`config.mk`:
```
export PLATFORM = sky130hd
export DESIGN_NAME = rds_front
export DESIGN_NICKNAME = d
export VERILOG_FILES = /design/src/rtl/rds_pkg.sv /design/src/rtl/rds_front.sv
export SDC_FILE = /design/constraint.sdc
export NUM_CORES = 1
export LEC_CHECK = 0
export BUFFER_PORTS_ARGS = -buffer_cell sky130_fd_sc_hd__buf_2
export CORE_AREA = 2 2 154 156
export DETAILED_ROUTE_END_ITERATION = 7
export DIE_AREA = 0 0 156 158
export GPL_TIMING_DRIVEN = 1
export SETUP_SLACK_MARGIN = 0.1
export SLEW_MARGIN = 10
export SYNTH_ARGS = -nofsm -noshare
export SYNTH_HDL_FRONTEND = slang
export SYNTH_SLANG_ARGS = --single-unit
export TNS_END_PERCENT = 5
```
`constraint.sdc`:
```
create_clock -name clk -period 1.8 [get_ports clk]
set_clock_uncertainty 0.15 [all_clocks]
set_input_delay 0.09 -clock clk [delete_from_list [all_inputs] [get_ports clk]]
set_output_delay 0.09 -clock clk [all_outputs]
set_load 0.005 [all_outputs]
```
`src/rtl/rds_pkg.sv`:
```
// ----------------------------------------------------------------------------
// rds_pkg
// Shared types, constants and the 32-bit clip helper for the reaction-diffusion
// sensitivity stencil.
// ----------------------------------------------------------------------------
package rds_pkg;

  localparam int DATA_W        = 32;
  localparam int FRAC_BITS_DEF = 16;
  localparam int QUEUE_DEPTH   = 2;
  // four products of at most 2^62 each, summed exactly
  localparam int ACC_W         = 67;
  localparam int CLIP_W        = 72;
  localparam int REG_INDEX_W   = 2;

  typedef enum logic [REG_INDEX_W-1:0] {
    REG_COUPLING_X = 2'd0,
    REG_COUPLING_Y = 2'd1,
    REG_B_VALUE    = 2'd2
  } reg_index_t;

  typedef struct packed {
    logic [30:0]              coupling_x;
    logic [30:0]              coupling_y;
    logic signed [DATA_W-1:0] b_value;
  } cfg_t;

  typedef struct packed {
    logic signed [DATA_W-1:0] x;
    logic signed [DATA_W-1:0] y;
    logic signed [DATA_W-1:0] sx;
    logic signed [DATA_W-1:0] sy;
    logic                     last;
  } point_t;

  // one stencil evaluation: center point plus left/right sensitivities
  typedef struct packed {
    logic signed [DATA_W-1:0] x;
    logic signed [DATA_W-1:0] y;
    logic signed [DATA_W-1:0] sx;
    logic signed [DATA_W-1:0] sy;
    logic signed [DATA_W-1:0] lx;
    logic signed [DATA_W-1:0] ly;
    logic signed [DATA_W-1:0] rx;
    logic signed [DATA_W-1:0] ry;
    logic                     last;
  } job_t;

  typedef struct packed {
    logic                     flag;
    logic signed [DATA_W-1:0] val;
  } sat_t;

  localparam logic signed [CLIP_W-1:0] CLIP_MAX = CLIP_W'(64'sh7FFF_FFFF);
  localparam logic signed [CLIP_W-1:0] CLIP_MIN = -CLIP_MAX - CLIP_W'(1);

  function automatic sat_t clip32(input logic signed [CLIP_W-1:0] v);
    sat_t r;
    r.flag = 1'b0;
    r.val  = v[DATA_W-1:0];
    if (v > CLIP_MAX) begin
      r.flag = 1'b1;
      r.val  = CLIP_MAX[DATA_W-1:0];
    end else if (v < CLIP_MIN) begin
      r.flag = 1'b1;
      r.val  = CLIP_MIN[DATA_W-1:0];
    end
    return r;
  endfunction

endpackage

```
`src/rtl/rds_front.sv`:
```
// ----------------------------------------------------------------------------
// rds_front
// Three-point window: holds the pending point and its left sensitivities,
// issues one job per point; a last point after others is issued as a flush job.
// ----------------------------------------------------------------------------
module rds_front (
  input  logic            clk,
  input  logic            rst,
  input  logic            in_valid,
  output logic            in_ready,
  input  rds_pkg::point_t in_point,
  output logic            push,
  output rds_pkg::job_t   push_job,
  input  logic            q_full
);

  logic                                have_held;
  logic                                flush_pending;
  logic signed [rds_pkg::DATA_W-1:0]   held_x;
  logic signed [rds_pkg::DATA_W-1:0]   held_y;
  logic signed [rds_pkg::DATA_W-1:0]   held_sx;
  logic signed [rds_pkg::DATA_W-1:0]   held_sy;
  logic signed [rds_pkg::DATA_W-1:0]   left_sx;
  logic signed [rds_pkg::DATA_W-1:0]   left_sy;
  logic                                accept;

  assign in_ready = !flush_pending && !q_full;
  assign accept   = in_valid && in_ready;

  always_comb begin
    push          = 1'b0;
    push_job      = '0;
    push_job.lx   = left_sx;
    push_job.ly   = left_sy;
    if (flush_pending) begin
      // last point of the vector, right boundary is zero
      push          = !q_full;
      push_job.x    = held_x;
      push_job.y    = held_y;
      push_job.sx   = held_sx;
      push_job.sy   = held_sy;
      push_job.last = 1'b1;
    end else if (accept && have_held) begin
      push          = 1'b1;
      push_job.x    = held_x;
      push_job.y    = held_y;
      push_job.sx   = held_sx;
      push_job.sy   = held_sy;
      push_job.rx   = in_point.sx;
      push_job.ry   = in_point.sy;
    end else if (accept && in_point.last) begin
      // single-point vector: both neighbors zero
      push          = 1'b1;
      push_job.x    = in_point.x;
      push_job.y    = in_point.y;
      push_job.sx   = in_point.sx;
      push_job.sy   = in_point.sy;
      push_job.last = 1'b1;
    end
  end

  always_ff @(posedge clk) begin
    if (rst) begin
      have_held     <= 1'b0;
      flush_pending <= 1'b0;
      held_x        <= '0;
      held_y        <= '0;
      held_sx       <= '0;
      held_sy       <= '0;
      left_sx       <= '0;
      left_sy       <= '0;
    end else if (flush_pending) begin
      if (!q_full) begin
        have_held     <= 1'b0;
        flush_pending <= 1'b0;
        held_x        <= '0;
        held_y        <= '0;
        held_sx       <= '0;
        held_sy       <= '0;
        left_sx       <= '0;
        left_sy       <= '0;
      end
    end else if (accept) begin
      if (have_held) begin
        left_sx <= held_sx;
        left_sy <= held_sy;
      end
      if (in_point.last && !have_held) begin
        have_held <= 1'b0;
      end else begin
        held_x        <= in_point.x;
        held_y        <= in_point.y;
        held_sx       <= in_point.sx;
        held_sy       <= in_point.sy;
        have_held     <= 1'b1;
        flush_pending <= in_point.last;
      end
    end
  end

  assert property (@(posedge clk) disable iff (rst)
    (accept && in_point.last && have_held) |=> flush_pending)
    else $error("flush not scheduled after last point");
  assert property (@(posedge clk) disable iff (rst)
    (flush_pending && !q_full) |=> (!flush_pending && !have_held && left_sx == '0))
    else $error("window not cleared after flush");

endmodule

```
==> impl_metrics.py <==
metrics = {
    "sta": {
        "rsz0062_at_grt": "yes",
        "setup-violations-final": 242,
        "fin_crit_sh_pct": 122,
        "max_freq_ghz": 0.454,
        "hold_violations": 0,
        "fin_crit_ns": 2.20,
        "setup_ws_ns": -0.403,
        "slew-limit-headroom_pct": 76.2,
        "worst_slew_pin_slew_ns": 0.358,
        "drv_slew": 0,
    },
    "placed_design": {
        "dp_hpwl_um": 17400,
        "place_ws_ns": -0.0461,
        "io_buffers": 391,
        "place.gp.congestion": 0.836,
    },
    "global_routing": {
        "antenna_found_initial": 0,
        "overflow": 0,
        "grt_pass1_vias": 7596,
        "globalRouteTotalUtil_pct": 21.1,
        "grt_pass1_wl_um": 41300,
        "grt_max_degree": 66,
    },
    "floorplanning": {
        "die_x_um": 156,
        "start_util_pct": 32.8,
        "design.core.area_um2": 23100,
        "die_h_um": 158,
        "dieArea_um2": 24600,
        "ios": 392,
        "rows": 56,
    },
    "critical_path": {
        "cpPeakStageDelay_ns": 0.39,
        "crit_family": "simple AND/OR/NAND/NOR gates",
        "r2r_end": "held_sx[3]",
        "crit_chain": "or3b_4 -> nor2_4 -> buf_12 -> buf_12 -> buf_16 -> a22o_1 -> buf_2",
        "crit_path_start_kind": "flip-flop",
        "cp_max_fo": 7,
        "end_kind": "primary output",
        "critPathMostFrequentCell": "buf_12",
        "rr_startpoint": "flush_pending",
        "rrSetupSlack_ns": -0.02,
        "required_ns": 1.56,
        "rr_worst_depth": 6,
        "criticalPathCategory": "reg -> out",
        "arrival_ns": 1.96,
        "critPathBufInv": 4,
        "path_depth": 7,
        "crit_slowest_cell": "or3b_4",
    },
    "synth": {
        "ys_ff_latch": 194,
        "synthCells": 676,
        "synth_enable_flop_cells": 0,
        "synth_xor_area_share_pct": 0,
        "synth_top_family_by_area": "compound AO/OA/AOI/OAI gates",
        "syn_avg_cell_area_um2": 11.2,
        "netlist_area_um2": 7560,
        "synth_compound_area_share_pct": 37.8,
        "synth-seq-area-share_pct": 51.3,
        "ys_types": 20,
        "muxShareOfSynthArea_pct": 0.132,
        "async_flop_share_pct": 0,
        "synthAdderAreaFrac_pct": 0,
        "synth-main-ff-cell": "dfxtp_1",
        "synth_fp_nets": 809,
        "synthSimpleGateAreaFrac_pct": 6.30,
        "synth_warnings": 0,
    },
    "power_and_ir_drop": {
        "power_uw": 9380,
        "p_leak_uw": 0.00604,
        "p_int_uw": 6980,
        "powerDensity_nw_per_um2": 757,
        "p_seq_share_pct": 47.9,
        "max-vdd-ir-drop_v": 0.000602,
        "p_comb_share_pct": 12.8,
        "netSwitchingFraction_pct": 25.6,
        "clockPowerShare_pct": 39.3,
        "p_switching_uw": 2400,
    },
    "route": {
        "antenna_left": 0,
        "vias": 7944,
        "avgRoutedWirePerCell_um": 18.9,
        "first_iter_violations": 483,
        "drt_first_pass_iters": 8,
        "viasPerCell": 5.30,
        "drc_errors": 1,
        "routed_wl_um": 28300,
    },
    "cells_and_area": {
        "drive_above_1_share_pct": 40.7,
        "nFillCells": 2025,
        "antennaDiodeCount": 0,
        "final_cell_mix": "buf_2, a22o_1, dfxtp_1, dlygate4sd3_1, and2_1",
        "fin_util_pct": 53.7,
        "area_growth_pct": 63.8,
        "multi_input_area_um2": 3450,
        "final_nets": 1328,
        "regArea_um2": 3880,
        "layout_commonest_cell": "buf_2",
    },
    "status": {
        "outcome": "complete, but fails checks",
        "failed_checks": "DRC, setup timing",
    },
    "hold_path": {
        "hold_depth": 5,
        "hold_path_class": "in -> reg",
        "whs_endpoint": "have_held",
        "worstHoldStart": "q_full",
    },
    "clock_network": {
        "clock_latency_ns": 0.43,
        "cts_inserted_buffers": 17,
        "cts_max_path_buffers": 2,
        "cts.clk_slew.worst_paths_ns": 0.08,
        "cts-root-buf": "clkbuf_16",
        "htree_levels": 4,
        "cts_tree": "built",
        "cts.sinks": 194,
    },
    "flow_run": {
        "maxCapViolations": 0,
    },
}
routing by layer:
metal | part of all wire, % | global-route usage (%) | vias to the layer above
li1 | - | - | 3688
met1 | 42 | 26.0 | 3847
met2 | 49 | 36.3 | 352
met3 | 5.9 | 4.24 | 57
met4 | 2.8 | 8.08 | 0
met5 | 0 | 0 | -
layout make-up:
class	count	share of cell area, %
Timing Repair Buffer	576	33.2
Sequential cell	194	31.4
Multi-Input combinational cell	404	27.8
Clock buffer	20	3.69
Tap cell	290	2.93
Clock inverter	12	0.949
Inverter	2	0.0606
flip-flops by register name (all words and copies together), names as in the netlist:
signal / cells
left_sy: 32
have_held: 1
flush_pending: 1
held_y: 32
left_sx: 32
held_sy: 32
held_sx: 32
held_x: 32
power by group through the flow:
stage / clock network [uW] / registers, uW / logic [uW]
after detailed placement: 0 / 4580 / 899
final: 3690 / 4490 / 1200
after CTS: 3780 / 4480 / 1160
after global placement: 0 / 4580 / 895
after floorplan: 0 / 4560 / 383
after global routing: 3950 / 4500 / 1280
worst min-delay path, delay by kind of cell:
kind | cells | cell delay (ns)
buf+inv | 2 | 0.24
compound gates | 1 | 0.14
simple gates | 2 | 0.11
worst max-delay path by stage:
| stage | startpoint | end | slack, ns |
|---|---|---|---|
| 3_3_place_gp | flush_pending | push_job[135] | -0.01 |
| 4_1_cts | flush_pending | push_job[133] | -0.41 |
| 3_5_place_dp | flush_pending | push_job[133] | -0.05 |
| 5_1_grt | flush_pending | push_job[133] | -0.46 |
| 2_1_floorplan | have_held | held_y[10] | 0.13 |
| 6_report | flush_pending | push_job[133] | -0.40 |
kinds of logic after synthesis:
group                  count (synthesis)
buffers and inverters                 78
AND/OR/NAND/NOR                       76
flip-flops                           194
AO/OA/AOI/OAI                        327
multiplexers                           1
Yosys cell counts (all sizes together), types with 2 or more instances:
cell | count | area, um^2
a22o | 320 | 2800
dfxtp | 194 | 3880
and2 | 65 | 407
buf | 42 | 203
clkbuf | 34 | 128
nor2 | 4 | 15.0
a21oi | 2 | 10.0
a311oi | 2 | 23.8
inv | 2 | 7.51
nor2b | 2 | 12.5
o21ai | 2 | 10.0
what timing repair did:
action                                 4_1_cts  5_1_grt
hold buffers                               131        0
pin swaps                                   68       61
buffers inserted                             6        2
resized for setup                           13       14
endpoints found under the hold margin      130        0
cloned                                       1        5
setup endpoints to repair                  385      385
per-stage QoR:
step	hold slack (ns)	area (um^2)	cells	setup TNS (ns)
floorplan	0.0193	7560	676	0
global placement	0.164	10200	1321	-0.0392
detailed placement	0.173	10200	1321	-0.568
CTS	0.00512	12200	1491	-63.92
global route	0.0284	12400	1498	-78.06
finish	0.0315	12400	1498	-57.66
Power figures use the tool's default switching activity.
