`config.mk`:
```
export PLATFORM = sky130hd
export DESIGN_NAME = rds_back
export DESIGN_NICKNAME = d
export VERILOG_FILES = /design/src/rtl/rds_pkg.sv /design/src/rtl/rds_back.sv
export SDC_FILE = /design/constraint.sdc
export NUM_CORES = 2
export LEC_CHECK = 0
export BUFFER_PORTS_ARGS = -buffer_cell sky130_fd_sc_hd__buf_2
export CAP_MARGIN = 5
export CORE_ASPECT_RATIO = 0.75
export CORE_MARGIN = 5
export CORE_UTILIZATION = 60
export CTS_BUF_LIST = sky130_fd_sc_hd__clkbuf_8
export DETAILED_ROUTE_END_ITERATION = 12
export PLACE_DENSITY = 0.78
export SLEW_MARGIN = 20
export SYNTH_ARGS = -nofsm -noshare
export SYNTH_HDL_FRONTEND = slang
export SYNTH_SLANG_ARGS = --single-unit
```
`constraint.sdc`:
```
create_clock -name clk -period 25.2 [get_ports clk]
set_input_delay 2.52 -clock clk [delete_from_list [all_inputs] [get_ports clk]]
set_output_delay 2.52 -clock clk [all_outputs]
set_load 0.01 [all_outputs]
```
`src/rtl/rds_pkg.sv`:
```
// ----------------------------------------------------------------------------
// rds_pkg
// Shared types, constants and the 32-bit clip helper for the reaction-diffusion
// sensitivity stencil.
// ----------------------------------------------------------------------------
package rds_pkg;

  localparam int DATA_W        = 32;
  localparam int FRAC_BITS_DEF = 16;
  localparam int QUEUE_DEPTH   = 2;
  // four products of at most 2^62 each, summed exactly
  localparam int ACC_W         = 67;
  localparam int CLIP_W        = 72;
  localparam int REG_INDEX_W   = 2;

  typedef enum logic [REG_INDEX_W-1:0] {
    REG_COUPLING_X = 2'd0,
    REG_COUPLING_Y = 2'd1,
    REG_B_VALUE    = 2'd2
  } reg_index_t;

  typedef struct packed {
    logic [30:0]              coupling_x;
    logic [30:0]              coupling_y;
    logic signed [DATA_W-1:0] b_value;
  } cfg_t;

  typedef struct packed {
    logic signed [DATA_W-1:0] x;
    logic signed [DATA_W-1:0] y;
    logic signed [DATA_W-1:0] sx;
    logic signed [DATA_W-1:0] sy;
    logic                     last;
  } point_t;

  // one stencil evaluation: center point plus left/right sensitivities
  typedef struct packed {
    logic signed [DATA_W-1:0] x;
    logic signed [DATA_W-1:0] y;
    logic signed [DATA_W-1:0] sx;
    logic signed [DATA_W-1:0] sy;
    logic signed [DATA_W-1:0] lx;
    logic signed [DATA_W-1:0] ly;
    logic signed [DATA_W-1:0] rx;
    logic signed [DATA_W-1:0] ry;
    logic                     last;
  } job_t;

  typedef struct packed {
    logic                     flag;
    logic signed [DATA_W-1:0] val;
  } sat_t;

  localparam logic signed [CLIP_W-1:0] CLIP_MAX = CLIP_W'(64'sh7FFF_FFFF);
  localparam logic signed [CLIP_W-1:0] CLIP_MIN = -CLIP_MAX - CLIP_W'(1);

  function automatic sat_t clip32(input logic signed [CLIP_W-1:0] v);
    sat_t r;
    r.flag = 1'b0;
    r.val  = v[DATA_W-1:0];
    if (v > CLIP_MAX) begin
      r.flag = 1'b1;
      r.val  = CLIP_MAX[DATA_W-1:0];
    end else if (v < CLIP_MIN) begin
      r.flag = 1'b1;
      r.val  = CLIP_MIN[DATA_W-1:0];
    end
    return r;
  endfunction

endpackage

```
`src/rtl/rds_back.sv`:
```
// ----------------------------------------------------------------------------
// rds_back
// Sequenced arithmetic: one shared signed 32x32 multiplier forms xy, xx and
// the eight stencil products; Jacobian terms and sums are clipped to 32 bits.
// ----------------------------------------------------------------------------
module rds_back #(
  parameter int FRAC_BITS = rds_pkg::FRAC_BITS_DEF
) (
  input  logic                              clk,
  input  logic                              rst,
  input  rds_pkg::cfg_t                     cfg,
  input  logic                              job_valid,
  output logic                              job_pop,
  input  rds_pkg::job_t                     job,
  output logic                              out_valid,
  input  logic                              out_ready,
  output logic signed [rds_pkg::DATA_W-1:0] out_dsx,
  output logic signed [rds_pkg::DATA_W-1:0] out_dsy,
  output logic                              out_last,
  output logic                              out_sat
);

  localparam int DW   = rds_pkg::DATA_W;
  localparam int AW   = rds_pkg::ACC_W;
  localparam int CW   = rds_pkg::CLIP_W;
  localparam int RW   = 2 * DW - FRAC_BITS;
  localparam int JW   = RW + 2;

  localparam logic signed [2*DW-1:0] HALF_P = 64'sd1 <<< (FRAC_BITS - 1);
  localparam logic signed [AW-1:0]   HALF_A = AW'(HALF_P);
  localparam logic signed [JW-1:0]   ONE_J  = JW'(64'sd1 <<< FRAC_BITS);

  typedef enum logic [11:0] {
    ST_XY   = 12'b0000_0000_0001,
    ST_XX   = 12'b0000_0000_0010,
    ST_CXL  = 12'b0000_0000_0100,
    ST_CXR  = 12'b0000_0000_1000,
    ST_JXX  = 12'b0000_0001_0000,
    ST_JXY  = 12'b0000_0010_0000,
    ST_CYL  = 12'b0000_0100_0000,
    ST_CYR  = 12'b0000_1000_0000,
    ST_JYY  = 12'b0001_0000_0000,
    ST_JYX  = 12'b0010_0000_0000,
    ST_SUMY = 12'b0100_0000_0000,
    ST_DONE = 12'b1000_0000_0000
  } step_t;

  logic                    busy;
  step_t                   step;
  rds_pkg::job_t           job_r;
  logic signed [2*DW-1:0]  preg;
  logic signed [RW-1:0]    xy;
  logic signed [RW-1:0]    xx;
  logic signed [DW-1:0]    jxx;
  logic signed [DW-1:0]    jxy;
  logic signed [DW-1:0]    jyy;
  logic signed [DW-1:0]    jyx;
  logic signed [AW-1:0]    accx;
  logic signed [AW-1:0]    accy;
  logic signed [DW-1:0]    dsx_r;
  logic                    sat_r;

  logic signed [DW-1:0]    cxs;
  logic signed [DW-1:0]    cys;
  logic signed [DW-1:0]    mul_a;
  logic signed [DW-1:0]    mul_b;
  logic signed [2*DW-1:0]  prod;
  logic signed [2*DW-1:0]  rnd_p;
  logic signed [JW-1:0]    jxx_w;
  logic signed [JW-1:0]    jyx_w;
  logic signed [JW-1:0]    jyy_w;
  logic signed [AW-1:0]    accx_rnd;
  logic signed [AW-1:0]    accy_rnd;
  logic signed [AW-1:0]    acc_prod;
  rds_pkg::sat_t           c_jxx;
  rds_pkg::sat_t           c_jyx;
  rds_pkg::sat_t           c_jxy;
  rds_pkg::sat_t           c_jyy;
  rds_pkg::sat_t           c_dx;
  rds_pkg::sat_t           c_dy;
  logic                    out_free;
  logic                    out_load;

  assign cxs = $signed({1'b0, cfg.coupling_x});
  assign cys = $signed({1'b0, cfg.coupling_y});

  always_comb begin
    unique case (step)
      ST_XY:   begin mul_a = job_r.x; mul_b = job_r.y;  end
      ST_XX:   begin mul_a = job_r.x; mul_b = job_r.x;  end
      ST_CXL:  begin mul_a = cxs;     mul_b = job_r.lx; end
      ST_CXR:  begin mul_a = cxs;     mul_b = job_r.rx; end
      ST_JXX:  begin mul_a = jxx;     mul_b = job_r.sx; end
      ST_JXY:  begin mul_a = jxy;     mul_b = job_r.sy; end
      ST_CYL:  begin mul_a = cys;     mul_b = job_r.ly; end
      ST_CYR:  begin mul_a = cys;     mul_b = job_r.ry; end
      ST_JYY:  begin mul_a = jyy;     mul_b = job_r.sy; end
      ST_JYX:  begin mul_a = jyx;     mul_b = job_r.sx; end
      default: begin mul_a = '0;      mul_b = '0;       end
    endcase
  end

  assign prod  = mul_a * mul_b;
  // round half up: add half an LSB, then floor
  assign rnd_p = (preg + HALF_P) >>> FRAC_BITS;

  assign jxx_w = (JW'(xy) <<< 1) - (JW'(cxs) <<< 1) - JW'(cfg.b_value) - ONE_J;
  assign jyx_w = JW'(cfg.b_value) - (JW'(xy) <<< 1);
  assign jyy_w = -(JW'(cys) <<< 1) - JW'(xx);

  assign c_jxx = rds_pkg::clip32(CW'(jxx_w));
  assign c_jyx = rds_pkg::clip32(CW'(jyx_w));
  assign c_jxy = rds_pkg::clip32(CW'(xx));
  assign c_jyy = rds_pkg::clip32(CW'(jyy_w));

  assign acc_prod = AW'(preg);
  assign accx_rnd = (accx + HALF_A) >>> FRAC_BITS;
  assign accy_rnd = (accy + HALF_A) >>> FRAC_BITS;
  assign c_dx     = rds_pkg::clip32(CW'(accx_rnd));
  assign c_dy     = rds_pkg::clip32(CW'(accy_rnd));

  assign out_free = !out_valid || out_ready;
  assign out_load = busy && (step == ST_DONE) && out_free;
  assign job_pop  = !busy && job_valid;

  always_ff @(posedge clk) begin
    if (rst) begin
      busy      <= 1'b0;
      step      <= ST_XY;
      out_valid <= 1'b0;
    end else begin
      if (out_load) begin
        out_valid <= 1'b1;
      end else if (out_valid && out_ready) begin
        out_valid <= 1'b0;
      end
      if (job_pop) begin
        busy <= 1'b1;
        step <= ST_XY;
      end else if (busy) begin
        if (step == ST_DONE) begin
          if (out_free) begin
            busy <= 1'b0;
          end
        end else begin
          // one-hot: advance by shifting
          step <= step_t'(step << 1);
        end
      end
    end
  end

  always_ff @(posedge clk) begin
    preg <= prod;
    if (job_pop) begin
      job_r <= job;
    end
    if (busy) begin
      unique case (step)
        ST_XY: begin
        end
        ST_XX: begin
          xy <= RW'(rnd_p);
        end
        ST_CXL: begin
          xx    <= RW'(rnd_p);
          jxx   <= c_jxx.val;
          jyx   <= c_jyx.val;
          sat_r <= c_jxx.flag | c_jyx.flag;
        end
        ST_CXR: begin
          accx  <= acc_prod;
          jxy   <= c_jxy.val;
          jyy   <= c_jyy.val;
          sat_r <= sat_r | c_jxy.flag | c_jyy.flag;
        end
        ST_JXX, ST_JXY, ST_CYL: begin
          accx <= accx + acc_prod;
        end
        ST_CYR: begin
          accy  <= acc_prod;
          dsx_r <= c_dx.val;
          sat_r <= sat_r | c_dx.flag;
        end
        ST_JYY, ST_JYX, ST_SUMY: begin
          accy <= accy + acc_prod;
        end
        ST_DONE: begin
          if (out_free) begin
            out_dsx  <= dsx_r;
            out_dsy  <= c_dy.val;
            out_last <= job_r.last;
            out_sat  <= sat_r | c_dy.flag;
          end
        end
        default: begin
        end
      endcase
    end
  end

  assert property (@(posedge clk) disable iff (rst) busy |-> $onehot(step))
    else $error("step register lost its one-hot code");
  assert property (@(posedge clk) disable iff (rst)
    (busy && step == ST_DONE && out_free) |=> (out_valid && !busy))
    else $error("finished result not loaded into the output register");

endmodule

```
==> run summary <==
## STA
- 0.0676 ns — setup skew after layout
- 0.506 — part of the cycle the worst path needs
- 1.18 ns — slew at the pin with the worst max-slew slack
- 0.201 — worst relative slew slack
- false — setup repair after global routing missed its margin
- 0 ns — total negative slack for setup checks
- 0.0785 GHz — f_max
- 0 — final number of setup-violating endpoints
- 12.74 ns — final critical-path required period
- 0 — total count of hold-check failures in the final report
- 0 — number of pins with negative max-slew slack in the final report

## Floorplanning
- 338 um — die height
- 423 — top-level I/O count
- 0.603 — starting utilization of the core area
- 120 — Rows
- 447 um — floorplan die width
- 151000 um2 — Die Outline Area
- 143000 um2 — Core Box Area

## Clock tree
- 3 — worst-case clock buffer depth
- yes — CTS tree
- 0.93 ns — clock insertion delay at the later pin of the skew report
- 4 — CTS H-Tree Depth
- 0.07 ns — clock input transition at the sequential cells of the worst setup and hold paths
- 134 — cts bufs inserted
- sky130_fd_sc_hd__clkbuf_8 — root buffer cell
- 0 — CTS hold repair buffers
- 792 — number of clock sinks
- 0 — PostCTS Resize Cnt
- 0 — post-CTS setup buffer count

## Routing
- 9 — number of search-and-repair iterations in the first detailed-routing pass
- 0 — post-route ant nets
- 6.16 — routed via count divided by cell count
- 25.8 um — Avg WL per Cell
- 0 — drc violations
- 293000 um — total wire length after detailed routing
- 8352 — Iter 0 DRT Violations
- 70200 — via count

## Layout
- 11400 — Final nets
- 23000 um2 — sequential cell area
- 8.55% — area grow syn2layout
- 56200 um2 — combined area of the multi-input logic cells
- 0.0940 — ratio of cells with drive above 1 in the final layout
- 11600 — Filler Cells Inserted

## Synthesis
- 0 — share of synthesized flip-flops with an asynchronous set or reset
- 792 — register bit count reported by yosys
- 0.267 — part of the Yosys area used for sequential elements
- sky130_fd_sc_hd__edfxtp_1 — primary flip-flop cell chosen by synthesis mapping
- 714 — count of flip-flops with a built-in enable after synthesis
- 93 — Synth cell types
- 11100 — net count of the mapped netlist
- 9013 — Gate Count Post-Synth
- 86000 um2 — netlist area before placement
- 9.54 um2 — post-synthesis average cell area
- 0 — number of synthesis warnings

## Worst setup path
- step[10] — crit path launch
- 6 — worst path bufs/invs
- preg[63] — destination of the critical timing path
- reg2reg — startpoint-to-endpoint class of the critical path
- preg[63] — endpoint of the most critical register-to-register path
- sky130_fd_sc_hd__or3_1 — cell type of the slowest stage on the worst timing path
- 0.83 ns — max incr delay on CP
- 34 — peak fanout along the critical path
- sky130_fd_sc_hd__fa_1 — cell repeated most along the worst path
- flop — nature of the critical path startpoint
- 26.01 ns — Required @ worst endpoint
- 13.56 ns — Arr. time, crit path
- 37 — number of cells on the critical path
- 12.46 ns — slack of the worst reg-to-reg path
- adder cells — cell class contributing the biggest share of worst-path delay
- 37 — cell count of the worst reg-to-reg path
- step[10] — worst r2r src
- flop — category of the worst setup path capture point

## GRT
- 189 — largest net degree at the start of global routing
- 69800 — vias in the first global route
- 0 — remaining global-route overflow
- 439000 um — global-route wire length before repair
- 0.391 — all-layer global routing usage
- 26 — initial antenna violation count

## Worst hold path
- reg2reg — class of the tightest hold or removal check

## Flow run
- 0 — max cap viols

## Placed design
- 1.05 — global placement routability congestion
- 422 — number of I/O port buffers
- 235000 um — placed wire-length estimate

## Status
- completed — status

## flip-flops by register name (all words and copies together) (netlist names), 12 cells and up
name and cells:
job_r 257, accx 67, accy 67, preg 64, xx 48, xy 48
dsx_r 32, jxx 32, jxy 32, jyx 32, jyy 32, out_dsx 32
out_dsy 32, step 12
## worst min path at each step
stage               from           to  slack (ns)  cells after the start
6_report       dsx_r[13]  out_dsx[13]        0.42                      0
3_5_place_dp   dsx_r[18]  out_dsx[18]        0.41                      0
3_3_place_gp   dsx_r[18]  out_dsx[18]        0.40                      0
2_1_floorplan   dsx_r[0]   out_dsx[0]        0.40                      0
5_1_grt        dsx_r[13]  out_dsx[13]        0.43                      0
4_1_cts        dsx_r[13]  out_dsx[13]        0.42                      0
## synthesized netlist by cell type (30+ instances only)
cell type	number	area, um2
sky130_fd_sc_hd__inv_1	1552	5830
sky130_fd_sc_hd__fa_1	1133	22700
sky130_fd_sc_hd__nand2_1	979	3670
sky130_fd_sc_hd__nor2_1	755	2830
sky130_fd_sc_hd__edfxtp_1	714	21400
sky130_fd_sc_hd__ha_1	552	6910
sky130_fd_sc_hd__a21oi_1	357	1790
sky130_fd_sc_hd__o21ai_0	355	1780
sky130_fd_sc_hd__clkbuf_1	326	1220
sky130_fd_sc_hd__a21o_1	299	2240
sky130_fd_sc_hd__xnor2_1	253	2220
sky130_fd_sc_hd__xor2_1	177	1550
sky130_fd_sc_hd__nand3_1	137	686
sky130_fd_sc_hd__nor3_1	118	591
sky130_fd_sc_hd__a22oi_1	108	811
sky130_fd_sc_hd__nand4_1	89	557
sky130_fd_sc_hd__dfxtp_1	78	1560
sky130_fd_sc_hd__nand2b_1	74	463
sky130_fd_sc_hd__a22o_1	68	596
sky130_fd_sc_hd__and3_1	67	419
sky130_fd_sc_hd__a211oi_1	66	495
sky130_fd_sc_hd__and2_1	57	357
sky130_fd_sc_hd__or3_1	56	350
sky130_fd_sc_hd__o21bai_1	54	405
sky130_fd_sc_hd__a31oi_1	49	307
sky130_fd_sc_hd__nor2b_1	44	275
sky130_fd_sc_hd__o21a_1	43	323
sky130_fd_sc_hd__or2_2	34	213
sky130_fd_sc_hd__o211ai_1	31	233
sky130_fd_sc_hd__and4_1	30	263
## cell usage in the layout, fill, tap and decap left out, types with 137 or more instances in the layout
cell,synthesis,layout
sky130_fd_sc_hd__fa_1,1133,1133
sky130_fd_sc_hd__nor2_1,755,752
sky130_fd_sc_hd__inv_1,1552,1588
sky130_fd_sc_hd__buf_2,12,422
sky130_fd_sc_hd__xor2_1,177,177
sky130_fd_sc_hd__o21ai_0,355,354
sky130_fd_sc_hd__a21o_1,299,299
sky130_fd_sc_hd__a21oi_1,357,347
sky130_fd_sc_hd__nand2_1,979,978
sky130_fd_sc_hd__ha_1,552,552
sky130_fd_sc_hd__xnor2_1,253,252
sky130_fd_sc_hd__edfxtp_1,714,714
sky130_fd_sc_hd__clkbuf_8,0,137
sky130_fd_sc_hd__buf_4,0,141
## through the flow
step | area, um2 | setup WS [ns] | hold WS, ns | std cells | utilization
floorplan | 86000 | 8.96 | 0.400 | 9013 | -
global placement | 90600 | 12.80 | 0.401 | 11100 | 0.635
detailed placement | 90600 | 12.72 | 0.405 | 11100 | 0.635
CTS | 93300 | 12.74 | 0.417 | 11400 | 0.654
global route | 93300 | 12.06 | 0.427 | 11400 | 0.654
finish | 93400 | 12.46 | 0.417 | 11400 | 0.655
## cells by family (layout without fill, tap and decap cells)
logic type	after synthesis	after routing	synth area share
other	0	20	0
buffers and inverters	1909	2365	0.0837
multiplexers	18	18	0.00221
adder cells (fa/ha/maj)	1685	1685	0.344
AND/OR/NAND/NOR	2528	2528	0.132
XOR/XNOR	430	430	0.0438
AO/OA/AOI/OAI	1651	1651	0.127
flip-flops	792	792	0.267
## final cells by class
cell class	count	area share
sequential	792	0.246
tap	1891	0.0253
clock buffer	137	0.0202
inverter	1553	0.0624
multi-input combinational	6312	0.602
antenna	20	0.000536
clock inverter	111	0.00921
timing repair buffer	564	0.0342
## metal layers
metal / share of wire / track usage
met1: 0.38 / 0.520
met4: 0.072 / 0.221
met5: 0.00062 / 0
met3: 0.15 / 0.147
met2: 0.40 / 0.551
Power is left out: the tool's default activity adds up to more than one toggle a clock period on the data nets, which glitch-free logic cannot reach.
