--- src/rtl/rds_pkg.sv ---
// ----------------------------------------------------------------------------
// rds_pkg
// Shared types, constants and the 32-bit clip helper for the reaction-diffusion
// sensitivity stencil.
// ----------------------------------------------------------------------------
package rds_pkg;

  localparam int DATA_W        = 32;
  localparam int FRAC_BITS_DEF = 16;
  localparam int QUEUE_DEPTH   = 2;
  // four products of at most 2^62 each, summed exactly
  localparam int ACC_W         = 67;
  localparam int CLIP_W        = 72;
  localparam int REG_INDEX_W   = 2;

  typedef enum logic [REG_INDEX_W-1:0] {
    REG_COUPLING_X = 2'd0,
    REG_COUPLING_Y = 2'd1,
    REG_B_VALUE    = 2'd2
  } reg_index_t;

  typedef struct packed {
    logic [30:0]              coupling_x;
    logic [30:0]              coupling_y;
    logic signed [DATA_W-1:0] b_value;
  } cfg_t;

  typedef struct packed {
    logic signed [DATA_W-1:0] x;
    logic signed [DATA_W-1:0] y;
    logic signed [DATA_W-1:0] sx;
    logic signed [DATA_W-1:0] sy;
    logic                     last;
  } point_t;

  // one stencil evaluation: center point plus left/right sensitivities
  typedef struct packed {
    logic signed [DATA_W-1:0] x;
    logic signed [DATA_W-1:0] y;
    logic signed [DATA_W-1:0] sx;
    logic signed [DATA_W-1:0] sy;
    logic signed [DATA_W-1:0] lx;
    logic signed [DATA_W-1:0] ly;
    logic signed [DATA_W-1:0] rx;
    logic signed [DATA_W-1:0] ry;
    logic                     last;
  } job_t;

  typedef struct packed {
    logic                     flag;
    logic signed [DATA_W-1:0] val;
  } sat_t;

  localparam logic signed [CLIP_W-1:0] CLIP_MAX = CLIP_W'(64'sh7FFF_FFFF);
  localparam logic signed [CLIP_W-1:0] CLIP_MIN = -CLIP_MAX - CLIP_W'(1);

  function automatic sat_t clip32(input logic signed [CLIP_W-1:0] v);
    sat_t r;
    r.flag = 1'b0;
    r.val  = v[DATA_W-1:0];
    if (v > CLIP_MAX) begin
      r.flag = 1'b1;
      r.val  = CLIP_MAX[DATA_W-1:0];
    end else if (v < CLIP_MIN) begin
      r.flag = 1'b1;
      r.val  = CLIP_MIN[DATA_W-1:0];
    end
    return r;
  endfunction

endpackage

--- src/rtl/rds_queue.sv ---
// ----------------------------------------------------------------------------
// rds_queue
// Short job queue between the window front end and the arithmetic back end.
// ----------------------------------------------------------------------------
module rds_queue #(
  parameter int DEPTH = rds_pkg::QUEUE_DEPTH
) (
  input  logic           clk,
  input  logic           rst,
  input  logic           push,
  input  rds_pkg::job_t  push_job,
  output logic           full,
  input  logic           pop,
  output rds_pkg::job_t  pop_job,
  output logic           empty
);

  localparam int PTR_W = (DEPTH > 1) ? $clog2(DEPTH) : 1;
  localparam int CNT_W = $clog2(DEPTH + 1);

  rds_pkg::job_t entries [DEPTH];
  logic [PTR_W-1:0] wr_ptr;
  logic [PTR_W-1:0] rd_ptr;
  logic [CNT_W-1:0] count;

  assign full    = (count == CNT_W'(DEPTH));
  assign empty   = (count == '0);
  assign pop_job = entries[rd_ptr];

  always_ff @(posedge clk) begin
    if (push) begin
      entries[wr_ptr] <= push_job;
    end
  end

  always_ff @(posedge clk) begin
    if (rst) begin
      wr_ptr <= '0;
      rd_ptr <= '0;
      count  <= '0;
    end else begin
      if (push) begin
        wr_ptr <= (wr_ptr == PTR_W'(DEPTH - 1)) ? '0 : wr_ptr + PTR_W'(1);
      end
      if (pop) begin
        rd_ptr <= (rd_ptr == PTR_W'(DEPTH - 1)) ? '0 : rd_ptr + PTR_W'(1);
      end
      if (push && !pop) begin
        count <= count + CNT_W'(1);
      end else if (pop && !push) begin
        count <= count - CNT_W'(1);
      end
    end
  end

  assert property (@(posedge clk) disable iff (rst) count <= CNT_W'(DEPTH))
    else $error("queue count beyond depth");
  assert property (@(posedge clk) disable iff (rst) !(push && full) && !(pop && empty))
    else $error("queue overrun or underrun");

endmodule

--- config.mk ---
export PLATFORM = sky130hd
export DESIGN_NAME = rds_queue
export DESIGN_NICKNAME = d
export VERILOG_FILES = /design/src/rtl/rds_pkg.sv /design/src/rtl/rds_queue.sv
export SDC_FILE = /design/constraint.sdc
export NUM_CORES = 1
export LEC_CHECK = 0
export ABC_AREA = 1
export BUFFER_PORTS_ARGS = -buffer_cell sky130_fd_sc_hd__buf_2
export CAP_MARGIN = 20
export CORE_ASPECT_RATIO = 1.1
export CORE_MARGIN = 3
export CORE_UTILIZATION = 40
export DETAILED_ROUTE_END_ITERATION = 8
export PLACE_DENSITY = 0.66
export SYNTH_ARGS = -nofsm -noshare
export SYNTH_HDL_FRONTEND = slang
export SYNTH_SLANG_ARGS = --single-unit
--- constraint.sdc ---
create_clock -name clk -period 16.6 [get_ports clk]
set_input_delay 4.98 -clock clk [delete_from_list [all_inputs] [get_ports clk]]
set_output_delay 4.98 -clock clk [all_outputs]
set_load 0.05 [all_outputs]
==> results of run 1 <==
-- placed cells by master, fill, tap and decap left out --
cell	Yosys	routed
inv_8	0	1
nor2_4	0	1
clkinvlp_4	0	3
nor2_1	7	6
nand2_1	5	5
xnor2_1	1	1
mux2_2	27	27
clkbuf_1	0	18
clkbuf_16	0	53
dfxtp_4	0	1
diode_2	0	11
buf_16	0	1
mux2_4	230	230
clkinv_2	0	9
a21oi_1	1	1
inv_6	0	3
o21ai_0	1	1
edfxtp_1	514	514
ha_1	1	1
clkinv_1	0	7
inv_1	9	8
buf_2	2	519
nand3_1	1	1
clkinv_4	0	1
nand4_1	1	1
dfxtp_1	5	4
nor3_1	1	1
buf_4	0	10
bufinv_16	0	1
-- cell type report --
class,count,area [um2]
sequential,519,15500
tap,645,807
fill,3974,23800
clock buffer,71,1390
inverter,9,41.3
timing repair buffer,530,2700
clock inverter,24,159
multi-input combinational,276,3860
antenna,11,27.5
-- final timing paths --
| kind | start | to | slack (ns) | cells past startpoint |
|---|---|---|---|---|
| worst min-delay path | rd_ptr | rd_ptr | 0.52 | 2 |
| worst min register to register | rd_ptr | rd_ptr | 0.52 | 2 |
| worst max-delay path | register | pop_job[41] | 7.75 | 4 |
| worst max register to register | wr_ptr | entries[1][133] | 13.95 | 3 |
-- cell usage after synthesis (all sizes together) --
cell type / instances / share of area [%]
edfxtp: 514 / 78
mux2: 257 / 19
buf: 29 / 1.8
inv: 9 / 0.17
nor2: 7 / 0.13
dfxtp: 5 / 0.51
nand2: 5 / 0.095
a21oi: 1 / 0.025
ha: 1 / 0.063
nand3: 1 / 0.025
nand4: 1 / 0.032
nor3: 1 / 0.025
o21ai: 1 / 0.025
xnor2: 1 / 0.044
-- through the flow --
step / hold WS (ns) / instance area [um2]
after floorplan: 0.480 / 19800
after global placement: 0.497 / 22900
after detailed placement: 0.506 / 22900
after CTS: 0.524 / 24500
after global routing: 0.584 / 24500
final: 0.520 / 24500
-- power breakdown --
group / internal (uW) / switching, uW / leakage, uW
registers: 1520 / 22.1 / 0.00487
logic: 171 / 365 / 0.00402
clock network: 604 / 466 / 0.000753
-- flip-flops by register name (all words and copies together), names as in the netlist, named ones only --
register / cells
entries: 514
count: 2
rd_ptr: 1
wr_ptr: 1
-- critical path, stage by stage (launching register included) --
cell	delay, ns
dfxtp_4	0.84
buf_4	0.97
buf_4	0.79
mux2_4	0.35
buf_2	0.22
-- routing by layer --
metal  wire [um]  track usage (%)  part of all wire [%]
met5          82                0                  0.20
met4        1130             5.28                   2.7
met3        3840             6.03                   9.2
met2       21400             26.3                    51
met1       15400             17.6                    37
-- cells by family after synthesis --
kind of cell,share of synthesized area [%]
AO/OA/AOI/OAI,0.0505
XOR/XNOR,0.0443
adder cells (fa/ha/maj),0.0632
buffers and inverters,2.01
flip-flops,78.5
multiplexers,19.0
AND/OR/NAND/NOR,0.310
==> results.tsv, run 1 <==
stage	metric	value	unit
clock_tree	cts.path.max_buffers	3	
setup_path	worstPathArrival	3.87	ns
setup_path	start_kind	register	
floorplanning	die_area	52200	um2
synth	ys_seq_area_share	78.5	%
floorplanning	die_h	239	um
floorplanning	coreArea	48300	um2
placed_design	dp_hpwl	29100	um
timing	rsz0062_at_grt	no	
synth	synth_area_per_cell	23.7	um2
clock_tree	cts_setup_buffers	0	
setup_path	worstSetupPathType	register to output port	
timing	fin_crit	8.85	ns
final_layout	drive_gt1_share	60.2	%
setup_path	cp-end-kind	output port	
setup_path	cp_max_fo	59	
clock_tree	root_buffer	clkbuf_16	
final_layout	layout.nets	1650	
floorplanning	ios	520	
synth	ys_ff_latch	519	
final_layout	area_growth_syn_to_layout	24.0	%
placed_design	dp.cells	1978	
timing	slew_viol_final	0	
synth	netlist-cell-type-count	18	
global_routing	antenna_found_initial	15	
global_routing	grt_overflow	0	
global_routing	grt_pass1_vias	10155	
clock_tree	htreeDepth	2	
timing	period_share	53.3	%
clock_tree	worst_skew_pair.late_latency	0.58	ns
timing	fmax	0.113	GHz
floorplanning	die_width	218	um
synth	syn_area	19800	um2
floorplanning	start_util	40.9	%
global_routing	grt_usage	15.3	%
route	routed_wirelength	41900	um
flow_run	cap_violations	0	
clock_tree	clk_pin_slew_worst_paths	0.05	ns
timing	hold_viol	0	
outcome	outcome	finished clean	
synth	syn_inst	833	
power_and_ir_drop	vdd_drop_max	0.0987	mV
clock_tree	cts_resized	0	
synth	syn_nets	1095	
timing	setup_violations	0	
route	dr.pass1.iters	4	
timing	fin_ws	7.75	ns
timing	clock_skew	0.0176	ns
route	num_vias	9690	
final_layout	fin_cells	2085	
final_layout	utilization	50.7	%
timing	slew_headroom	26.6	%
global_routing	grt_pass1_wl	60500	um
route	route.detailed.drc	0	
floorplanning	rows	84	
clock_tree	tritoncts	yes	
power_and_ir_drop	power	3150	uW
clock_tree	cts_hold_buf	0	
min_path	worst_hold_path_type	register to register	
timing	max_slew.worst_pin.slew	1.10	ns
power_and_ir_drop	p_leak	0.00963	uW
synth	yosysWarnings	0	
placed_design	gp_congestion	0.751	
power_and_ir_drop	powerDensity	128	nW/um2
route	vias_per_cell	4.65	
setup_path	worstPathRequired	11.62	ns
placed_design	place_ws	8.19	ns
placed_design	port_buffers	519	
route	wl_per_cell	20.1	um
clock_tree	numClockSinks	519	
timing	setup_tns	0	ns
route	drt_iter0_drc	486	
clock_tree	cts_buffers	52	
global_routing	grt_max_degree	116	
route	final_antenna_net_count	0	
(Power assumes the default switching activity.)
==> run 2, diff against run 1 <==
--- a/config.mk
+++ b/config.mk
@@ -12,7 +12,6 @@
 export CORE_MARGIN = 3
 export CORE_UTILIZATION = 40
 export DETAILED_ROUTE_END_ITERATION = 8
-export PLACE_DENSITY = 0.66
 export SYNTH_ARGS = -nofsm -noshare
 export SYNTH_HDL_FRONTEND = slang
 export SYNTH_SLANG_ARGS = --single-unit
==> constraint.sdc (replaced) <==
create_clock -name clk -period 9.1 [get_ports clk]
set_input_delay 2.73 -clock clk [delete_from_list [all_inputs] [get_ports clk]]
set_output_delay 2.73 -clock clk [all_outputs]
set_load 0.05 [all_outputs]
==> results.tsv, run 2 (synthesized netlist as in run 1, its figures left out) <==
stage	metric	value	unit	change
route	wl_per_cell	19.8	um	was 20.1 um
min_path	min_from	rd_ptr		unchanged
timing	setup_violations	0		unchanged
placed_design	dp_hpwl	27400	um	was 29100 um
route	num_vias	9572		was 9690
power_and_ir_drop	p_clk_share	33.5	%	was 34.0%
floorplanning	start_util	40.9	%	unchanged
setup_path	ff2ff_path_depth	3		unchanged
global_routing	grt_overflow	0		unchanged
setup_path	cp-end-kind	output port		unchanged
global_routing	gr-usage-met1	17.3	%	was 17.6%
global_routing	grt_pass1_wl	59900	um	was 60500 um
final_layout	finalInstanceArea	24500	um2	about the same
setup_path	worstPathArrival	2.61	ns	was 3.87 ns
timing	rsz0062_at_grt	no		unchanged
global_routing	grt_usage	15.2	%	was 15.3%
final_layout	largestRegisters	entries x514, count x2		unchanged
global_routing	gr-max-usage-layer	met2		unchanged
floorplanning	die_h	239	um	unchanged
final_layout	layout_common_cells	buf_2, edfxtp_1, mux2_4		unchanged
clock_tree	cts_resized	0		unchanged
floorplanning	coreArea	48300	um2	unchanged
clock_tree	numClockSinks	519		unchanged
timing	clock_skew	0.0163	ns	was 0.0176 ns
final_layout	area_growth_syn_to_layout	23.7	%	was 24.0%
clock_tree	tritoncts	yes		unchanged
placed_design	place_ws	4.08	ns	was 8.19 ns
placed_design	port_buffers	519		unchanged
placed_design	gp_congestion	0.749		was 0.751
floorplanning	die_width	218	um	unchanged
global_routing	grt_pass1_vias	9950		was 10.2k
timing	period_share	58.7	%	
floorplanning	ios	520		unchanged
route	drt_iter0_drc	508		was 486
power_and_ir_drop	combinationalPowerShare	17.3	%	was 17.0%
timing	fmax	0.187	GHz	
setup_path	worstPathRequired	6.37	ns	was 11.62 ns
clock_tree	worst_skew_pair.late_latency	0.57	ns	was 0.58 ns
final_layout	regMostFlops	entries		unchanged
route	final_antenna_net_count	0		unchanged
timing	hold_viol	0		unchanged
power_and_ir_drop	p_sw	1530	uW	was 854 uW
placed_design	dp.cells	1974		was 1978
route	routed_wirelength	41100	um	was 41900 um
final_layout	utilization	50.6	%	was 50.7%
setup_path	rr_endpoint	entries[0][131]		was entries[1][133]
clock_tree	cts_buffers	52		unchanged
final_layout	fin_cells	2075		was 2085
final_layout	final_common_cell	buf_2		unchanged
setup_path	reg2reg_slack	6.65	ns	was 13.95 ns
timing	slew_viol_final	0		unchanged
min_path	hold_path_depth	2		unchanged
setup_path	start_kind	register		unchanged
power_and_ir_drop	p_leak	0.00961	uW	was 0.00963 uW
timing	slew_headroom	28.6	%	was 26.6%
final_layout	largest_register_ffs	514		unchanged
setup_path	cp_max_fo	123		was 59
power_and_ir_drop	sequentialPowerShare	49.2	%	was 49.0%
clock_tree	clk_pin_slew_worst_paths	0.06	ns	was 0.05 ns
global_routing	grt_max_degree	133		was 116
clock_tree	cts.path.max_buffers	3		unchanged
placed_design	placed_cell_area	22900	um2	about the same
outcome	outcome	finished clean		unchanged
timing	fin_ws	3.76	ns	was 7.75 ns
timing	fin_crit	5.34	ns	
clock_tree	cts_setup_buffers	0		unchanged
min_path	hold_path_end	rd_ptr		unchanged
route	route.detailed.drc	0		unchanged
clock_tree	htreeDepth	2		unchanged
floorplanning	die_area	52200	um2	unchanged
global_routing	met2_usage	25.3	%	was 26.3%
power_and_ir_drop	powerDensity	233	nW/um2	was 128 nW/um2
floorplanning	rows	84		unchanged
setup_path	timing.rr.start	wr_ptr		unchanged
route	vias_per_cell	4.61		was 4.65
power_and_ir_drop	internal-power	4170	uW	was 2300 uW
final_layout	drive_gt1_share	60.2	%	about the same
power_and_ir_drop	vdd_drop_max	0.183	mV	was 0.0987 mV
clock_tree	cts_hold_buf	0		unchanged
min_path	worst_hold_path_type	register to register		unchanged
timing	max_slew.worst_pin.slew	1.07	ns	was 1.10 ns
final_layout	layout.nets	1645		was 1650
timing	setup_tns	0	ns	unchanged
route	dr.pass1.iters	4		unchanged
power_and_ir_drop	switching_share	26.9	%	was 27.1%
flow_run	cap_violations	0		unchanged
global_routing	antenna_found_initial	15		unchanged
clock_tree	root_buffer	clkbuf_16		unchanged
global_routing	grt_use_met3	6.66	%	was 6.03%
setup_path	worstSetupPathType	register to output port		unchanged
-- run 2: per-layer routing --
layer / vias to the layer above / wire [um] / part of all wire, %
met1: 4700 / 15000 / 36
met2: 369 / 20500 / 50
met4: 4 / 1310 / 3.2
met5: - / 28 / 0.068
li1: 4426 / - / -
met3: 73 / 4290 / 10
-- run 2: area by class of cell --
type / instances / area [um2]
Fill cell: 3994 / 23900
Sequential cell: 519 / 15500
Multi-Input combinational cell: 276 / 3860
Timing Repair Buffer: 525 / 2690
Clock buffer: 62 / 1360
Tap cell: 645 / 807
Clock inverter: 25 / 143
Inverter: 9 / 41.3
Antenna cell: 14 / 35.0
-- run 2: metrics by stage --
stage	total power (uW)	hold WS, ns
after global routing	5920	0.556
after CTS	5780	0.525
final	5700	0.528
after detailed placement	3850	0.502
after global placement	3840	0.495
after floorplan	3640	0.480
-- run 2: critical path, stage by stage, from the launching register on --
cell,delay (ns)
dfxtp_4,0.58
buf_12,0.58
mux2_4,0.37
buf_2,0.22
-- run 2: power by group through the flow --
stage                     clock, uW  sequential [uW]  combinational, uW
final                          1910             2810                987
after global routing           2070             2820               1030
after CTS                      1980             2810                998
after detailed placement          0             2860                996
after global placement            0             2850                992
after floorplan                   0             2860                781
-- run 2: worst max path at each step --
| stage | from | endpoint |
|---|---|---|
| final | register | pop_job[172] |
| after global placement | push | entries[0][115] |
| after CTS | register | pop_job[241] |
| after floorplan | push | entries[1][0] |
| after global routing | register | pop_job[148] |
| after detailed placement | push | entries[0][146] |
==> run 3, diff against run 2 <==
==> constraint.sdc (replaced) <==
create_clock -name clk -period 5.2 [get_ports clk]
set_input_delay 1.56 -clock clk [delete_from_list [all_inputs] [get_ports clk]]
set_output_delay 1.56 -clock clk [all_outputs]
set_load 0.05 [all_outputs]
==> results.tsv, run 3 (synthesized netlist as in run 1, its figures left out) <==
stage	metric	value	unit	change
outcome	outcome	finished clean		unchanged
route	route.detailed.drc	0		unchanged
timing	hold_ws	0.526	ns	was 0.528 ns
floorplanning	die_area	52200	um2	unchanged
setup_path	worstPathArrival	2.52	ns	was 2.61 ns
clock_tree	cts_buffers	51		was 52
final_layout	finalInstanceArea	24900	um2	was 24500 um2
setup_path	timing.rr.start	wr_ptr		unchanged
final_layout	layout_common_cells	buf_2, edfxtp_1, mux2_4		unchanged
setup_path	reg2reg_slack	3.01	ns	was 6.65 ns
setup_path	cp-end-kind	output port		unchanged
power_and_ir_drop	vdd_drop_max	0.301	mV	was 0.183 mV
timing	max_slew.worst_pin.slew	0.979	ns	was 1.07 ns
route	num_vias	9804		was 9572
timing	slew_headroom	34.6	%	was 28.6%
final_layout	largestRegisters	entries x514, count x2		unchanged
setup_path	worstPathRequired	3.64	ns	was 6.37 ns
placed_design	port_buffers	519		unchanged
timing	fin_crit	4.08	ns	
global_routing	grt_pass1_wl	62200	um	was 59900 um
setup_path	path_cells	buf_4, mux2_2, buf_2		was buf_12, mux2_4, buf_2
clock_tree	htreeDepth	2		unchanged
timing	setup_violations	0		unchanged
timing	period_share	78.5	%	
placed_design	dp_hpwl	30600	um	was 27400 um
timing	rsz0062_at_grt	no		unchanged
timing	setup_tns	0	ns	unchanged
clock_tree	cts_resized	0		unchanged
placed_design	placed_cell_area	23200	um2	was 22900 um2
power_and_ir_drop	internal-power	7510	uW	was 4170 uW
power_and_ir_drop	combinationalPowerShare	17.1	%	was 17.3%
final_layout	layout.nets	1663		was 1645
floorplanning	start_util	40.9	%	unchanged
final_layout	nFillCells	4006		was 3994
flow_run	cap_violations	0		unchanged
setup_path	rr_endpoint	entries[1][106]		was entries[0][131]
timing	slew_viol_final	0		unchanged
clock_tree	worst_skew_pair.late_latency	0.56	ns	was 0.57 ns
final_layout	multiInputGateArea	3870	um2	was 3860 um2
clock_tree	numClockSinks	519		unchanged
route	wl_per_cell	20.7	um	was 19.8 um
final_layout	final-seq-area	15500	um2	unchanged
setup_path	critical_path.slowest_cell	dfxtp_4		unchanged
global_routing	grt_max_degree	88		was 133
floorplanning	ios	520		unchanged
power_and_ir_drop	powerDensity	411	nW/um2	was 233 nW/um2
placed_design	gp_congestion	0.761		was 0.749
setup_path	worstSetupPathType	register to output port		unchanged
min_path	worst_hold_path_type	register to register		unchanged
route	final_antenna_net_count	0		unchanged
final_layout	area_growth_syn_to_layout	25.7	%	was 23.7%
global_routing	grt_overflow	0		unchanged
min_path	min_from	count[0]		was rd_ptr
setup_path	timing.critical_path.to	pop_job[244]		was pop_job[172]
final_layout	drive_gt1_share	60.5	%	was 60.2%
timing	fmax	0.245	GHz	
global_routing	grt_usage	15.9	%	was 15.2%
setup_path	crit_path_max_incr_delay	0.94	ns	was 0.58 ns
final_layout	regMostFlops	entries		unchanged
clock_tree	cts.path.max_buffers	3		unchanged
route	dr.pass1.iters	4		unchanged
clock_tree	tritoncts	yes		unchanged
timing	clock_skew	0.00818	ns	was 0.0163 ns
clock_tree	root_buffer	clkbuf_16		unchanged
route	routed_wirelength	43400	um	was 41100 um
route	drt_iter0_drc	442		was 508
floorplanning	die_width	218	um	unchanged
power_and_ir_drop	switching_share	26.6	%	was 26.9%
power_and_ir_drop	p_sw	2720	uW	was 1530 uW
floorplanning	rows	84		unchanged
setup_path	ff2ff_path_depth	3		unchanged
clock_tree	clk_pin_slew_worst_paths	0.06	ns	about the same
global_routing	grt_pass1_vias	10263		was 9950
clock_tree	cts_hold_buf	0		unchanged
power_and_ir_drop	sequentialPowerShare	48.1	%	was 49.2%
global_routing	antenna_found_initial	22		was 15
final_layout	final_common_cell	buf_2		unchanged
timing	hold_viol	0		unchanged
route	vias_per_cell	4.66		was 4.61
setup_path	start_kind	register		unchanged
floorplanning	die_h	239	um	unchanged
floorplanning	coreArea	48300	um2	unchanged
clock_tree	cts_setup_buffers	0		unchanged
final_layout	largest_register_ffs	514		unchanged
setup_path	cp_max_fo	40		was 123
power_and_ir_drop	p_clk_share	34.8	%	was 33.5%
power_and_ir_drop	p_leak	0.00978	uW	was 0.00961 uW
-- run 3: cell count changes in the layout (fill, tap and decap cells not counted), moves of 2 or more --
| cell | previous run | this run |
|---|---|---|
| buf_4 | 2 | 13 |
| clkbuf_8 | 0 | 3 |
| buf_12 | 4 | 12 |
| bufinv_16 | 1 | 4 |
| clkbuf_1 | 9 | 13 |
| diode_2 | 14 | 16 |
| clkinv_2 | 11 | 5 |
| clkinv_1 | 11 | 14 |
-- run 3: worst min path at each step --
stage / to / cells after the start / slack, ns
2_1_floorplan: register / 2 / 0.48
6_report: count[0] / 2 / 0.53
4_1_cts: count[0] / 2 / 0.52
5_1_grt: rd_ptr / 2 / 0.56
3_5_place_dp: count[0] / 2 / 0.51
3_3_place_gp: rd_ptr / 2 / 0.49
-- run 3: power groups by stage --
stage          logic (uW)  clock network, uW  registers [uW]
2_1_floorplan        1370                  0            5000
5_1_grt              1830               3820            4940
3_3_place_gp         1770                  0            5000
4_1_cts              1780               3670            4920
6_report             1750               3560            4920
3_5_place_dp         1770                  0            5010
-- run 3: worst max-delay path, delay by kind of cell, from the launching register on --
family	cells	cell delay, ns
DFF	1	0.94
muxes	1	0.37
buffers and inverters	2	0.60
-- run 3: per-stage QoR --
step | setup WS, ns | instances | utilization, % | power, uW
floorplan | -0.643 | 833 | - | 6370
global placement | 1.61 | 1993 | 48.0 | 6770
detailed placement | 1.59 | 1993 | 48.0 | 6790
CTS | 1.02 | 2086 | 51.4 | 10400
global route | 0.967 | 2100 | 51.4 | 10600
finish | 1.12 | 2102 | 51.4 | 10200
-- run 3: layout make-up --
class	count	area share, %
Clock inverter	24	0.825
Clock buffer	69	5.70
Tap cell	645	3.25
Multi-Input combinational cell	276	15.6
Timing Repair Buffer	544	11.8
Inverter	9	0.201
Sequential cell	519	62.5
Antenna cell	16	0.161
-- run 3: metal layers --
layer | wire (um) | global-route usage, % | part of all wire [%] | vias to the layer above
li1 | - | - | - | 4474
met1 | 16000 | 18.2 | 37 | 4856
met2 | 21700 | 26.5 | 50 | 371
met3 | 4080 | 6.37 | 9.4 | 93
met4 | 1560 | 6.82 | 3.6 | 10
met5 | 61 | 0 | 0.14 | -
